==> config.mk <==
export PLATFORM = sky130hd
export DESIGN_NAME = least_loaded_work_dispatcher
export DESIGN_NICKNAME = d
export VERILOG_FILES = /design/src/rtl/lld_pkg.sv /design/src/rtl/lld_ram.sv /design/src/rtl/lld_div.sv /design/src/rtl/least_loaded_work_dispatcher.sv
export SDC_FILE = /design/constraint.sdc
export NUM_CORES = 2
export LEC_CHECK = 0
export ABC_CLOCK_PERIOD_IN_PS = 14150
export BUFFER_PORTS_ARGS = -buffer_cell sky130_fd_sc_hd__buf_4
export CORE_MARGIN = 5
export CORE_UTILIZATION = 50
export CTS_BUF_LIST = sky130_fd_sc_hd__clkbuf_4
export CTS_CLUSTER_DIAMETER = 200
export DETAILED_ROUTE_END_ITERATION = 6
export PLACE_DENSITY_LB_ADDON = 0.25
export SYNTH_ARGS = -nofsm -noshare
export SYNTH_HDL_FRONTEND = slang
export SYNTH_SLANG_ARGS = --single-unit
export TNS_END_PERCENT = 10
==> constraint.sdc <==
create_clock -name clk -period 14.15 [get_ports clk]
set_clock_uncertainty 0.15 [all_clocks]
set_input_delay 2.83 -clock clk [delete_from_list [all_inputs] [get_ports clk]]
set_output_delay 2.83 -clock clk [all_outputs]
set_load 0.01 [all_outputs]
==> src/rtl/lld_pkg.sv <==
// lld_pkg: shared constants for the least-loaded work dispatcher
// command, mode, status and register codes, field widths, parameter defaults
// no dependencies
package lld_pkg;

  localparam int N_WORKERS_DEF  = 8;
  localparam int LOAD_WIDTH_DEF = 32;

  localparam int DIV_DEN_W_DEF = $clog2(N_WORKERS_DEF + 1);
  localparam int DIV_NUM_W_DEF = LOAD_WIDTH_DEF + DIV_DEN_W_DEF;

  localparam int CMD_W       = 2;
  localparam int AMOUNT_W    = 32;
  localparam int INDEX_W     = 3;
  localparam int WORKER_W    = 3;
  localparam int STATUS_W    = 2;
  localparam int OUT_LOAD_W  = 32;
  localparam int MODE_W      = 2;
  localparam int COUNT_W     = 4;
  localparam int CFG_DATA_W  = 4;
  localparam int IN_TDATA_W  = 40;
  localparam int OUT_TDATA_W = 40;

  localparam logic [CMD_W-1:0] CMD_ASSIGN    = 2'd0;
  localparam logic [CMD_W-1:0] CMD_RELEASE   = 2'd1;
  localparam logic [CMD_W-1:0] CMD_REBALANCE = 2'd2;

  localparam logic [MODE_W-1:0] MODE_RR = 2'd0;
  localparam logic [MODE_W-1:0] MODE_LL = 2'd1;

  localparam logic [STATUS_W-1:0] ST_OK        = 2'd0;
  localparam logic [STATUS_W-1:0] ST_BAD_INDEX = 2'd1;
  localparam logic [STATUS_W-1:0] ST_SAT       = 2'd2;

  localparam logic REG_MODE  = 1'b0;
  localparam logic REG_COUNT = 1'b1;

endpackage

==> src/rtl/lld_ram.sv <==
// lld_ram: generic simple dual-port ram, one write and one registered read port
// depends on lld_pkg for default sizes
module lld_ram import lld_pkg::*; #(
  parameter int WIDTH = LOAD_WIDTH_DEF,
  parameter int DEPTH = N_WORKERS_DEF
) (
  input  logic                     clk,
  input  logic                     we,
  input  logic [$clog2(DEPTH)-1:0] waddr,
  input  logic [WIDTH-1:0]         wdata,
  input  logic                     re,
  input  logic [$clog2(DEPTH)-1:0] raddr,
  output logic [WIDTH-1:0]         rdata
);

  logic [WIDTH-1:0] mem_r [DEPTH];
  logic [WIDTH-1:0] rdata_r;

  always_ff @(posedge clk) begin
    if (we) begin
      mem_r[waddr] <= wdata;
    end
    if (re) begin
      rdata_r <= mem_r[raddr];
    end
  end

  assign rdata = rdata_r;

endmodule

==> src/rtl/lld_div.sv <==
// lld_div: bit-serial restoring divider, one quotient bit per cycle
// depends on lld_pkg for default sizes
module lld_div import lld_pkg::*; #(
  parameter int NUM_W = DIV_NUM_W_DEF,
  parameter int DEN_W = DIV_DEN_W_DEF,
  parameter int QUO_W = LOAD_WIDTH_DEF
) (
  input  logic             clk,
  input  logic             rst_n,
  input  logic             start,
  input  logic [NUM_W-1:0] dividend,
  input  logic [DEN_W-1:0] divisor,
  output logic             done,
  output logic [QUO_W-1:0] quotient
);

  localparam int CNT_W = $clog2(NUM_W);

  logic             busy_r;
  logic             done_r;
  logic [CNT_W-1:0] cnt_r;
  logic [DEN_W-1:0] den_r;
  logic [DEN_W-1:0] rem_r;
  logic [NUM_W-1:0] quo_r;
  logic [DEN_W:0]   rem_sh;
  logic [DEN_W:0]   rem_sub;
  logic             ge;

  assign rem_sh  = {rem_r, quo_r[NUM_W-1]};
  assign ge      = rem_sh >= {1'b0, den_r};
  assign rem_sub = rem_sh - {1'b0, den_r};

  always_ff @(posedge clk) begin
    if (!rst_n) begin
      busy_r <= 1'b0;
      done_r <= 1'b0;
    end else begin
      done_r <= 1'b0;
      if (start) begin
        busy_r <= 1'b1;
      end else if (busy_r && cnt_r == '0) begin
        busy_r <= 1'b0;
        done_r <= 1'b1;
      end
    end
  end

  always_ff @(posedge clk) begin
    if (start) begin
      den_r <= divisor;
      rem_r <= '0;
      quo_r <= dividend;
      cnt_r <= CNT_W'(NUM_W - 1);
    end else if (busy_r) begin
      rem_r <= ge ? rem_sub[DEN_W-1:0] : rem_sh[DEN_W-1:0];
      quo_r <= {quo_r[NUM_W-2:0], ge};
      cnt_r <= cnt_r - CNT_W'(1);
    end
  end

  assign done     = done_r;
  assign quotient = quo_r[QUO_W-1:0];

endmodule

==> src/rtl/least_loaded_work_dispatcher.sv <==
// least_loaded_work_dispatcher: top level, command sequencer around the counter ram
// depends on lld_pkg, lld_ram, lld_div
//
// One item is worked at a time; the next item is taken as soon as the current result is
// in the output register. Counters live in a ram with one read and one write port and a
// registered read. Assign in round-robin or fixed mode and release read one counter, then
// form the result; least-loaded assign first scans the n active counters (one counter
// read per cycle), with n the active worker count. A rebalance scans all active counters,
// divides the sum by n in a bit-serial divider, then reads and checks each worker in turn;
// for every worker above the upper threshold it reads and checks each counter examined,
// moves load to it if it is a receiver, then writes the donor counter back. Counter reset
// is held in per-worker valid flags, so no clearing pass runs.
module least_loaded_work_dispatcher import lld_pkg::*; #(
  parameter int N_WORKERS  = N_WORKERS_DEF,
  parameter int LOAD_WIDTH = LOAD_WIDTH_DEF
) (
  input  logic                   clk,
  input  logic                   rst_n,
  input  logic                   cfg_wr_en,
  input  logic                   cfg_index,
  input  logic [CFG_DATA_W-1:0]  cfg_wdata,
  input  logic                   in_tvalid,
  output logic                   in_tready,
  // command, work_amount, worker_index
  input  logic [IN_TDATA_W-1:0]  in_tdata,
  output logic                   out_tvalid,
  input  logic                   out_tready,
  // worker, status, worker_load
  output logic [OUT_TDATA_W-1:0] out_tdata
);

  localparam int WIDX  = $clog2(N_WORKERS);
  localparam int CW    = $clog2(N_WORKERS + 1);
  localparam int SW    = LOAD_WIDTH + CW;
  localparam int AW    = (LOAD_WIDTH > AMOUNT_W ? LOAD_WIDTH : AMOUNT_W) + 1;
  localparam int MW    = LOAD_WIDTH + 3;
  localparam int PAD_W = OUT_TDATA_W - WORKER_W - STATUS_W - OUT_LOAD_W;

  typedef enum logic [11:0] {
    S_IDLE = 12'b0000_0000_0001,
    S_RD   = 12'b0000_0000_0010,
    S_SCAN = 12'b0000_0000_0100,
    S_WR   = 12'b0000_0000_1000,
    S_DIV  = 12'b0000_0001_0000,
    S_DRD  = 12'b0000_0010_0000,
    S_DCHK = 12'b0000_0100_0000,
    S_RRD  = 12'b0000_1000_0000,
    S_RCHK = 12'b0001_0000_0000,
    S_RMOV = 12'b0010_0000_0000,
    S_DWB  = 12'b0100_0000_0000,
    S_OUT  = 12'b1000_0000_0000
  } state_t;

  state_t state_r, state_nxt;

  logic [MODE_W-1:0]      mode_r;
  logic [COUNT_W-1:0]     wc_r;
  logic [WIDX-1:0]        ptr_r, ptr_nxt;
  logic [N_WORKERS-1:0]   vld_r, vld_nxt;
  logic                   out_tvalid_r, out_tvalid_nxt;
  logic [OUT_TDATA_W-1:0] out_tdata_r, out_tdata_nxt;

  logic [CMD_W-1:0]      cmd_r, cmd_nxt;
  logic [AMOUNT_W-1:0]   amt_r, amt_nxt;
  logic [CW-1:0]         n_r, n_nxt;
  logic [CW-1:0]         cnt_r, cnt_nxt;
  logic [WIDX-1:0]       didx_r, didx_nxt;
  logic [WIDX-1:0]       wsel_r, wsel_nxt;
  logic [WIDX-1:0]       i_r, i_nxt;
  logic [WIDX-1:0]       j_r, j_nxt;
  logic [LOAD_WIDTH-1:0] cur_r, cur_nxt;
  logic [SW-1:0]         acc_r, acc_nxt;
  logic [LOAD_WIDTH-1:0] avg_r, avg_nxt;
  logic [MW-1:0]         avg6_r, avg6_nxt;
  logic [MW-1:0]         avg4_r, avg4_nxt;
  logic [LOAD_WIDTH-1:0] ldi_r, ldi_nxt;
  logic [LOAD_WIDTH-1:0] exc_r, exc_nxt;
  logic [LOAD_WIDTH-1:0] room_r, room_nxt;
  logic [LOAD_WIDTH-1:0] qj_r, qj_nxt;
  logic                  rcv_r, rcv_nxt;
  logic [WORKER_W-1:0]   res_worker_r, res_worker_nxt;
  logic [STATUS_W-1:0]   res_status_r, res_status_nxt;
  logic [LOAD_WIDTH-1:0] res_load_r, res_load_nxt;
  logic                  rd_vld_r;

  logic [CMD_W-1:0]      in_cmd;
  logic [AMOUNT_W-1:0]   in_amt;
  logic [INDEX_W-1:0]    in_idx;
  logic [CW-1:0]         n_cfg;
  logic [CW-1:0]         nm1;
  logic [WIDX-1:0]       rr_sel, rr_next;
  logic [CW-1:0]         rr_inc;
  logic                  idx_ok;
  logic                  accept;
  logic                  scan_last, i_last, j_last;

  logic                  ram_we, ram_re;
  logic [WIDX-1:0]       ram_waddr, ram_raddr;
  logic [LOAD_WIDTH-1:0] ram_wdata, ram_rdata;
  logic [LOAD_WIDTH-1:0] q;
  logic [MW-1:0]         q5;
  logic [AW-1:0]         sum_w;
  logic                  sat, under;
  logic [LOAD_WIDTH-1:0] t_mv;
  logic [SW-1:0]         acc_sum;
  logic                  div_start, div_done;
  logic [LOAD_WIDTH-1:0] div_quo;

  assign in_cmd = in_tdata[1:0];
  assign in_amt = in_tdata[33:2];
  assign in_idx = in_tdata[36:34];

  always_comb begin
    if (wc_r == '0) begin
      n_cfg = CW'(1);
    end else if (int'(wc_r) > N_WORKERS) begin
      n_cfg = CW'(N_WORKERS);
    end else begin
      n_cfg = CW'(wc_r);
    end
  end

  assign rr_sel  = (CW'(ptr_r) < n_cfg) ? ptr_r : '0;
  assign rr_inc  = CW'(rr_sel) + CW'(1);
  assign rr_next = (rr_inc == n_cfg) ? '0 : rr_inc[WIDX-1:0];
  assign idx_ok  = 8'(in_idx) < 8'(n_cfg);

  assign in_tready = (state_r == S_IDLE);
  assign accept    = in_tvalid && in_tready;

  assign nm1       = n_r - CW'(1);
  assign scan_last = CW'(didx_r) == nm1;
  assign i_last    = CW'(i_r) == nm1;
  assign j_last    = CW'(j_r) == nm1;

  // entries never written read as zero
  assign q       = rd_vld_r ? ram_rdata : '0;
  assign q5      = (MW'(q) << 2) + MW'(q);
  assign sum_w   = AW'(cur_r) + AW'(amt_r);
  assign sat     = sum_w > AW'({LOAD_WIDTH{1'b1}});
  assign under   = AW'(amt_r) > AW'(cur_r);
  assign t_mv    = (exc_r < room_r) ? exc_r : room_r;
  assign acc_sum = acc_r + SW'(q);

  always_comb begin
    state_nxt      = state_r;
    ptr_nxt        = ptr_r;
    vld_nxt        = vld_r;
    out_tvalid_nxt = out_tvalid_r;
    out_tdata_nxt  = out_tdata_r;
    cmd_nxt        = cmd_r;
    amt_nxt        = amt_r;
    n_nxt          = n_r;
    cnt_nxt        = cnt_r;
    didx_nxt       = didx_r;
    wsel_nxt       = wsel_r;
    i_nxt          = i_r;
    j_nxt          = j_r;
    cur_nxt        = cur_r;
    acc_nxt        = acc_r;
    avg_nxt        = avg_r;
    avg6_nxt       = avg6_r;
    avg4_nxt       = avg4_r;
    ldi_nxt        = ldi_r;
    exc_nxt        = exc_r;
    room_nxt       = room_r;
    qj_nxt         = qj_r;
    rcv_nxt        = rcv_r;
    res_worker_nxt = res_worker_r;
    res_status_nxt = res_status_r;
    res_load_nxt   = res_load_r;
    ram_re         = 1'b0;
    ram_raddr      = '0;
    ram_we         = 1'b0;
    ram_waddr      = '0;
    ram_wdata      = '0;
    div_start      = 1'b0;

    if (out_tvalid_r && out_tready) begin
      out_tvalid_nxt = 1'b0;
    end

    unique case (state_r)
      S_IDLE: begin
        if (accept) begin
          cmd_nxt        = in_cmd;
          amt_nxt        = in_amt;
          n_nxt          = n_cfg;
          res_worker_nxt = '0;
          res_status_nxt = ST_OK;
          res_load_nxt   = '0;
          unique case (in_cmd)
            CMD_ASSIGN: begin
              unique case (mode_r)
                MODE_RR: begin
                  wsel_nxt  = rr_sel;
                  ptr_nxt   = rr_next;
                  ram_re    = 1'b1;
                  ram_raddr = rr_sel;
                  state_nxt = S_RD;
                end
                MODE_LL: begin
                  ram_re    = 1'b1;
                  cnt_nxt   = CW'(1);
                  didx_nxt  = '0;
                  state_nxt = S_SCAN;
                end
                default: begin
                  wsel_nxt  = '0;
                  ram_re    = 1'b1;
                  state_nxt = S_RD;
                end
              endcase
            end
            CMD_RELEASE: begin
              if (idx_ok) begin
                wsel_nxt  = WIDX'(in_idx);
                ram_re    = 1'b1;
                ram_raddr = WIDX'(in_idx);
                state_nxt = S_RD;
              end else begin
                res_worker_nxt = in_idx;
                res_status_nxt = ST_BAD_INDEX;
                state_nxt      = S_OUT;
              end
            end
            CMD_REBALANCE: begin
              ram_re    = 1'b1;
              cnt_nxt   = CW'(1);
              didx_nxt  = '0;
              acc_nxt   = '0;
              state_nxt = S_SCAN;
            end
            default: begin
              res_status_nxt = ST_BAD_INDEX;
              state_nxt      = S_OUT;
            end
          endcase
        end
      end

      S_RD: begin
        cur_nxt   = q;
        state_nxt = S_WR;
      end

      S_SCAN: begin
        if (cnt_r < n_r) begin
          ram_re    = 1'b1;
          ram_raddr = cnt_r[WIDX-1:0];
          cnt_nxt   = cnt_r + CW'(1);
        end
        didx_nxt = cnt_r[WIDX-1:0];
        if (cmd_r == CMD_ASSIGN) begin
          // strict compare keeps the lowest index on ties
          if (didx_r == '0 || q < cur_r) begin
            cur_nxt  = q;
            wsel_nxt = didx_r;
          end
        end else begin
          acc_nxt = acc_sum;
        end
        if (scan_last) begin
          if (cmd_r == CMD_ASSIGN) begin
            state_nxt = S_WR;
          end else begin
            div_start = 1'b1;
            state_nxt = S_DIV;
          end
        end
      end

      S_WR: begin
        res_worker_nxt = WORKER_W'(wsel_r);
        res_load_nxt   = cur_r;
        if (cmd_r == CMD_ASSIGN) begin
          if (mode_r == MODE_RR || mode_r == MODE_LL) begin
            ram_we    = 1'b1;
            ram_waddr = wsel_r;
            ram_wdata = sat ? '1 : sum_w[LOAD_WIDTH-1:0];
            res_load_nxt = ram_wdata;
            if (sat) begin
              res_status_nxt = ST_SAT;
            end
          end
        end else begin
          ram_we    = 1'b1;
          ram_waddr = wsel_r;
          ram_wdata = under ? '0 : cur_r - LOAD_WIDTH'(amt_r);
          res_load_nxt = ram_wdata;
          if (under) begin
            res_status_nxt = ST_SAT;
          end
        end
        state_nxt = S_OUT;
      end

      S_DIV: begin
        if (div_done) begin
          avg_nxt   = div_quo;
          avg6_nxt  = (MW'(div_quo) << 2) + (MW'(div_quo) << 1);
          avg4_nxt  = MW'(div_quo) << 2;
          i_nxt     = '0;
          state_nxt = S_DRD;
        end
      end

      S_DRD: begin
        ram_re    = 1'b1;
        ram_raddr = i_r;
        state_nxt = S_DCHK;
      end

      S_DCHK: begin
        if (q5 > avg6_r) begin
          ldi_nxt   = q;
          exc_nxt   = q - avg_r;
          j_nxt     = '0;
          state_nxt = S_RRD;
        end else if (i_last) begin
          res_load_nxt = avg_r;
          state_nxt    = S_OUT;
        end else begin
          i_nxt     = i_r + WIDX'(1);
          state_nxt = S_DRD;
        end
      end

      S_RRD: begin
        ram_re    = 1'b1;
        ram_raddr = j_r;
        state_nxt = S_RCHK;
      end

      S_RCHK: begin
        rcv_nxt   = avg4_r > q5;
        room_nxt  = avg_r - q;
        qj_nxt    = q;
        state_nxt = S_RMOV;
      end

      S_RMOV: begin
        if (rcv_r) begin
          ram_we    = 1'b1;
          ram_waddr = j_r;
          ram_wdata = qj_r + t_mv;
          ldi_nxt   = ldi_r - t_mv;
          exc_nxt   = exc_r - t_mv;
        end
        if ((rcv_r && exc_r == t_mv) || j_last) begin
          state_nxt = S_DWB;
        end else begin
          j_nxt     = j_r + WIDX'(1);
          state_nxt = S_RRD;
        end
      end

      S_DWB: begin
        ram_we    = 1'b1;
        ram_waddr = i_r;
        ram_wdata = ldi_r;
        if (i_last) begin
          res_load_nxt = avg_r;
          state_nxt    = S_OUT;
        end else begin
          i_nxt     = i_r + WIDX'(1);
          state_nxt = S_DRD;
        end
      end

      S_OUT: begin
        if (!out_tvalid_r || out_tready) begin
          out_tvalid_nxt = 1'b1;
          out_tdata_nxt  = {{PAD_W{1'b0}}, OUT_LOAD_W'(res_load_r), res_status_r,
                            res_worker_r};
          state_nxt      = S_IDLE;
        end
      end

      default: begin
        state_nxt = S_IDLE;
      end
    endcase

    if (ram_we) begin
      vld_nxt[ram_waddr] = 1'b1;
    end
  end

  always_ff @(posedge clk) begin
    if (!rst_n) begin
      state_r      <= S_IDLE;
      mode_r       <= '0;
      wc_r         <= COUNT_W'(8);
      ptr_r        <= '0;
      vld_r        <= '0;
      out_tvalid_r <= 1'b0;
    end else begin
      state_r      <= state_nxt;
      ptr_r        <= ptr_nxt;
      vld_r        <= vld_nxt;
      out_tvalid_r <= out_tvalid_nxt;
      if (cfg_wr_en) begin
        unique case (cfg_index)
          REG_MODE:  mode_r <= cfg_wdata[MODE_W-1:0];
          REG_COUNT: wc_r   <= cfg_wdata[COUNT_W-1:0];
          default: ;
        endcase
      end
    end
  end

  always_ff @(posedge clk) begin
    out_tdata_r  <= out_tdata_nxt;
    cmd_r        <= cmd_nxt;
    amt_r        <= amt_nxt;
    n_r          <= n_nxt;
    cnt_r        <= cnt_nxt;
    didx_r       <= didx_nxt;
    wsel_r       <= wsel_nxt;
    i_r          <= i_nxt;
    j_r          <= j_nxt;
    cur_r        <= cur_nxt;
    acc_r        <= acc_nxt;
    avg_r        <= avg_nxt;
    avg6_r       <= avg6_nxt;
    avg4_r       <= avg4_nxt;
    ldi_r        <= ldi_nxt;
    exc_r        <= exc_nxt;
    room_r       <= room_nxt;
    qj_r         <= qj_nxt;
    rcv_r        <= rcv_nxt;
    res_worker_r <= res_worker_nxt;
    res_status_r <= res_status_nxt;
    res_load_r   <= res_load_nxt;
    if (ram_re) begin
      rd_vld_r <= vld_r[ram_raddr];
    end
  end

  lld_ram #(
    .WIDTH (LOAD_WIDTH),
    .DEPTH (N_WORKERS)
  ) u_ram (
    .clk   (clk),
    .we    (ram_we),
    .waddr (ram_waddr),
    .wdata (ram_wdata),
    .re    (ram_re),
    .raddr (ram_raddr),
    .rdata (ram_rdata)
  );

  lld_div #(
    .NUM_W (SW),
    .DEN_W (CW),
    .QUO_W (LOAD_WIDTH)
  ) u_div (
    .clk      (clk),
    .rst_n    (rst_n),
    .start    (div_start),
    .dividend (acc_sum),
    .divisor  (n_r),
    .done     (div_done),
    .quotient (div_quo)
  );

  assign out_tvalid = out_tvalid_r;
  assign out_tdata  = out_tdata_r;

  a_donor_floor: assert property (@(posedge clk) disable iff (!rst_n)
    (state_r == S_DWB) |-> (ldi_r >= avg_r))
    else $error("donor counter dropped below the average");

  a_receiver_cap: assert property (@(posedge clk) disable iff (!rst_n)
    (state_r == S_RMOV && rcv_r) |-> (ram_wdata <= avg_r))
    else $error("receiver counter raised above the average");

  a_div_owner: assert property (@(posedge clk) disable iff (!rst_n)
    div_done |-> (state_r == S_DIV))
    else $error("divider finished outside the average step");

  a_one_item: assert property (@(posedge clk) disable iff (!rst_n)
    (in_tvalid && in_tready) |=> !in_tready)
    else $error("second transaction taken while an item is in work");

endmodule
## After elaboration in Yosys (flattened, before gate mapping)

Memories as Yosys holds them, arrays and structs flattened. A register that Yosys moved wholly into a read port is not among the register bits.
Index checks and enable logic that the tools add are counted.

- Order comparisons: 14
- Equality and inequality tests: 41
- Add/subtract/negate cells: 17
- Reductions and logical operators: 45
- Bitwise logic cells: 3
- Mux-type cells: 115

Operators by type and width:

| cell | number |
|---|---|
| $mux 32 | 18 |
| $pmux 32 s2 | 3 |
| $mux 36 | 5 |
| $sub 32x32->32 | 5 |
| $pmux 12 s12 | 1 |
| $pmux 32 s4 | 1 |
| $pmux 32 s3 | 1 |
| $mux 12 | 7 |
| $mux 3 | 24 |
| $pmux 36 s2 | 1 |
| $lt 32x32->1 | 2 |
| $pmux 3 s2 | 8 |
| $add 36x32->36 | 1 |
| $pmux 12 s3 | 1 |
| $add 34x32->35 | 1 |
| $add 34x33->35 | 1 |
| $gt 34x35->1 | 1 |
| $gt 35x35->1 | 1 |
| $add 32x32->33 | 1 |
| $gt 33x32->1 const B | 1 |
| $add 32x32->32 | 1 |
| $eq 32x32->1 | 1 |
| $gt 32x32->1 | 1 |
| $mux 4 | 6 |
| 62 further kinds | 142 |

- Flip-flop bits (word level): 475
- Word-level logic and storage cells: 270
- Memories: 1
- RAM bits: 256

Memories:

| name | words | width | read ports | clocked after Yosys merged registers in | write ports | RTL line | text |
|---|---|---|---|---|---|---|---|
| u_ram.mem_r | 8 | 32 | 1 | 1 | 1 | lld_ram.sv:16 | `logic [WIDTH-1:0] mem_r [DEPTH];` |

## Longest topological paths before layout

- Depth after elaboration: 11
- Mapped depth: 31

## Modules after synthesis

A second synthesis with hierarchy kept.

- Cell total of the unflattened synthesis: 4506
- Area, all modules: 48954.5 sq um

Modules (own cells, without submodules):

| module | times used | cells an instance | area each (sq um) |
|---|---|---|---|
| least_loaded_work_dispatcher | 1 | 3901 | 35630.4 |
| lld_ram | 1 | 415 | 10786.6 |
| lld_div | 1 | 190 | 2537.4 |

## Least setup slack after synthesis

Ideal clock, no wire load.

- Path type: register to register
- From: reg rd_vld_r
- To: reg exc_r[0], enable pin
- Required time: 13.576 ns
- Setup time: 0.424 ns
- Period minus slack after synthesis: 8.179 ns
- Path buffers: 6
- Slack: 5.971 ns
- Stages on the path, launching flop included: 26
- Arrival time: 7.605 ns
- Cell sequence: edfxtp_1 -> clkbuf_1 -> clkbuf_1 -> clkbuf_1 -> buf_1 -> clkbuf_1 -> clkbuf_1 -> nand2_1 -> inv_1 -> ha_1 -> a21oi_1 -> or3b_2 -> o221ai_1 -> a21oi_1 -> and4_1 -> a2111oi_0 -> o21bai_1 -> a21o_1 -> xor2_1 -> ha_1 -> nand4_1 -> nor3_1 -> nor2b_1 -> a21oi_1 -> or4b_2 -> nand2_1

- Cells in the longest elaborated chain, start to end: 5

Ends and longest elaborated chain:

| what | RTL line | text |
|---|---|---|
| start, declared | least_loaded_work_dispatcher.sv:84 | `logic rd_vld_r;` |
| start signal, assigned | least_loaded_work_dispatcher.sv:437 | `rd_vld_r <= vld_r[ram_raddr];` |
| $mux 32 | least_loaded_work_dispatcher.sv:137 | `assign q = rd_vld_r ? ram_rdata : '0;` |
| $add 34x32->35 | least_loaded_work_dispatcher.sv:138 | `assign q5 = (MW'(q) << 2) + MW'(q);` |
| $gt 35x35->1 | least_loaded_work_dispatcher.sv:315 | `if (q5 > avg6_r) begin` |
| $ne 2x2->1 (no source line) | - |  |
| $reduce_and 3->1 (no source line) | - |  |
| end signal, assigned | least_loaded_work_dispatcher.sv:429 | `exc_r <= exc_nxt;` |
| end, declared | least_loaded_work_dispatcher.sv:77 | `logic [LOAD_WIDTH-1:0] exc_r, exc_nxt;` |

No other way between the ends.
A chain may end at the register's enable or synchronous reset.

## Final worst setup path

- From: reg rd_vld_r
- To: reg ldi_r[15], enable pin

- Cells in the longest elaborated chain, start to end: 5

Ends and longest elaborated chain:

| what | RTL line | text |
|---|---|---|
| $mux 32 | least_loaded_work_dispatcher.sv:137 |  |
| $add 34x32->35 | least_loaded_work_dispatcher.sv:138 |  |
| $gt 35x35->1 | least_loaded_work_dispatcher.sv:315 |  |
| $ne 2x2->1 (no source line) | - |  |
| $reduce_and 3->1 (no source line) | - |  |
| end signal, assigned | least_loaded_work_dispatcher.sv:428 | `ldi_r <= ldi_nxt;` |
| end, declared | least_loaded_work_dispatcher.sv:76 | `logic [LOAD_WIDTH-1:0] ldi_r, ldi_nxt;` |

No other way between the ends.

==> impl_metrics.env <==
export IMPL_fin_area_um2=53800
export IMPL_cts_clk_slew_worst_paths_ns=0.07
export IMPL_drcViolationCount=0
export IMPL_die_h_um=324
export IMPL_whs_ns=0.251
export IMPL_numClockSinks=761
export IMPL_synth_distinct_cells=94
export IMPL_grt_util_all_layers_pct=28.3
export IMPL_cts_max_path_buffers=3
export IMPL_die_x_um=324
export IMPL_setup_viol=0
export IMPL_clk_latency_ns=1.14
export IMPL_instances_no_fill=6505
export IMPL_vias_per_cell=6.11
export IMPL_wl_per_cell_um=23.3
export IMPL_total_power_mw=5.34
export IMPL_drt_iter0_drc=4480
export IMPL_ys_warn_count=0
export IMPL_postCtsSetupBuffers=0
export IMPL_root_buffer="clkbuf_4"
export IMPL_final_common_cell="edfxtp_1"
export IMPL_gp_congestion=1.04
export IMPL_start_kind="register"
export IMPL_status="complete, no violations"
export IMPL_setup_ws_ns=5.49
export IMPL_overflow=0
export IMPL_ys_seq_elements=761
export IMPL_synth_edf_count=719
export IMPL_slew_violations=0
export IMPL_core_um2=98000
export IMPL_place_area_um2=51200
export IMPL_clock_power_share_pct=36.1
export IMPL_syn_area_per_cell_um2=10.0
export IMPL_grt_pass1_wl_um=225000
export IMPL_ys_flop_type="edfxtp_1"
export IMPL_port_buffers=85
export IMPL_intPower_mw=3.80
export IMPL_cp_arrival_ns=9.20
export IMPL_drt_total_wl_um=151000
export IMPL_fin_tns_setup_ns=0
export IMPL_worst_pin_slew_ns=1.33
export IMPL_row_count=115
export IMPL_htree_levels=4
export IMPL_crit_fanout=64
export IMPL_grt_max_degree=70
export IMPL_holdCritPathClass="register to register"
export IMPL_ant_nets=0
export IMPL_cts_tree="built"
export IMPL_hold_viol=0
export IMPL_vdd_ir_drop_max_mv=0.0704
export IMPL_cts_hold_fix_buffers=0
export IMPL_power_density_nw_per_um2=99.3
export IMPL_dr_pass1_iters=6
export IMPL_fmax_ghz=0.115
export IMPL_nets=5528
export IMPL_ys_seq_area_share_pct=45.6
export IMPL_antenna_found_initial=5
export IMPL_synth_area_um2=49200
export IMPL_syn_instance_count=4911
export IMPL_seqPwrFrac_pct=48.3
export IMPL_dieArea_um2=105000
export IMPL_ios=92
export IMPL_slew_headroom_pct=10.4
export IMPL_first_global_vias=37700
export IMPL_post_place_ws_ns=5.76
export IMPL_cp_end_kind="register"
export IMPL_start_util_pct=50.2
export IMPL_place_inst=6137
export IMPL_power_leakage_nw=21.6
export IMPL_period_share_pct=61.2
export IMPL_path_class="register to register"
export IMPL_cts_resized=0
export IMPL_p_switching_mw=1.54
export IMPL_final_cell_mix="edfxtp_1 (719), nand2_1 (532), ha_1 (416), a21oi_1 (386), inv_1 (344)"
export IMPL_combPwrFrac_pct=15.6
export IMPL_cts_buffers=200
export IMPL_critPathRequiredTime_ns=14.69
export IMPL_post_route_util_pct=54.9
export IMPL_area_growth_pct=9.37
export IMPL_fin_crit_ns=8.66
export IMPL_maxCapViolCount=0
export IMPL_via_count=39800
export IMPL_hpwl_um=112000
export IMPL_p_sw_share_pct=28.8
export IMPL_drive_above_1_share_pct=10.4
export IMPL_rsz0062_at_grt="false"
export IMPL_async_flop_share_pct=0
## critical path, stage by stage, from the launching register on
cell and delay (ns):
edfxtp_1 0.78, buf_4 0.56, nand2_1 0.47, inv_1 0.25
ha_1 0.22, ha_1 0.20, a21oi_1 0.05, a221oi_1 0.51
a21oi_1 0.25, a211oi_1 0.41, o221ai_1 0.27, a21oi_1 0.39
a22oi_1 0.16, nor2b_1 0.17, o21ai_0 0.25, xnor2_1 0.15
ha_1 0.29, nand3_1 0.10, nor2_1 0.12, nand2_1 0.09
nor3_1 0.30, nor2b_1 0.17, a21oi_1 0.15, or4b_2 0.77
nand2_2 0.11, buf_4 0.70
## layer usage
| metal | wire, um | vias to the layer above | track usage [%] |
|---|---|---|---|
| li1 | - | 18500 | - |
| met3 | 14900 | 321 | 5.58 |
| met1 | 62600 | 19100 | 38.8 |
| met4 | 7160 | 0 | 12.7 |
| met2 | 66700 | 1813 | 43.9 |
| met5 | 0 | - | 0 |
## synthesized netlist by cell type (28+ instances only)
library cell    n  area share [%]
a221oi_1       28            0.50
o31ai_1        33            0.50
and2_1         37            0.47
xor2_1        114             2.0
a211oi_1       40            0.61
a31oi_1        33            0.42
o32ai_1        30            0.53
a21o_1        157             2.4
nand2_1       533             4.1
clkbuf_1      173             1.3
a221o_1        41            0.83
o211ai_1       36            0.55
o21ai_0       326             3.3
inv_1         345             2.6
nand3_1       100             1.0
ha_1          416              11
xnor2_1       213             3.8
o21bai_1       40            0.61
nor2_1        305             2.3
dfxtp_1        42             1.7
nand4_1        47            0.60
nor2b_1        65            0.83
o21a_1         38            0.58
a21oi_1       387             3.9
nor3_1         48            0.49
nand2b_1       72            0.92
mux2i_1        35            0.71
edfxtp_1      719              44
## power by group through the flow
stage	combinational, mW	clock (mW)	sequential [mW]
after global placement	0.798	0	2.62
final	0.834	1.92	2.58
after detailed placement	0.811	0	2.62
after CTS	0.817	1.96	2.58
after floorplan	0.598	0	2.59
after global routing	0.913	2.09	2.58
## sequential cells by signal (all words and copies together), names as in the netlist, 6 cells and up
register / flops
qj_r: 32
out_tdata: 37
u_ram.rdata: 32
state_r: 12
cur_r: 32
u_div.cnt_r: 6
vld_r: 8
avg6_r: 33
room_r: 32
exc_r: 32
u_ram.mem_r: 256
acc_r: 36
avg_r: 32
ldi_r: 32
amt_r: 32
res_load_r: 32
u_div.quo_r: 36
## final timing paths
check | cells after the start | from | slack (ns) | end
setup / recovery | 25 | rd_vld_r | 5.49 | ldi_r[15]
hold / removal | 0 | res_load_r[24] | 0.25 | out_tdata[29]
setup reg to reg | 25 | rd_vld_r | 5.49 | ldi_r[15]
hold reg to reg | 0 | res_load_r[24] | 0.25 | out_tdata[29]
## final cells by class
type | count | area (um^2)
diodes | 12 | 30.0
flip-flops and latches | 761 | 22400
well taps | 1287 | 1610
clock buffers | 283 | 2120
multi-input cells | 3598 | 24800
repair buffers | 144 | 1080
inverters | 347 | 1300
clock inverters | 73 | 402
fillers | 8688 | 44200
## logic make-up after synthesis
logic type,share of synthesized area (%)
other,0.00763
AND/OR/NAND/NOR,13.0
adder cells (fa/ha/maj),11.1
AO/OA/AOI/OAI,19.3
flip-flops,45.6
multiplexers,0.781
XOR/XNOR,5.83
buffers and inverters,4.35
Power figures use the tool's default switching activity.
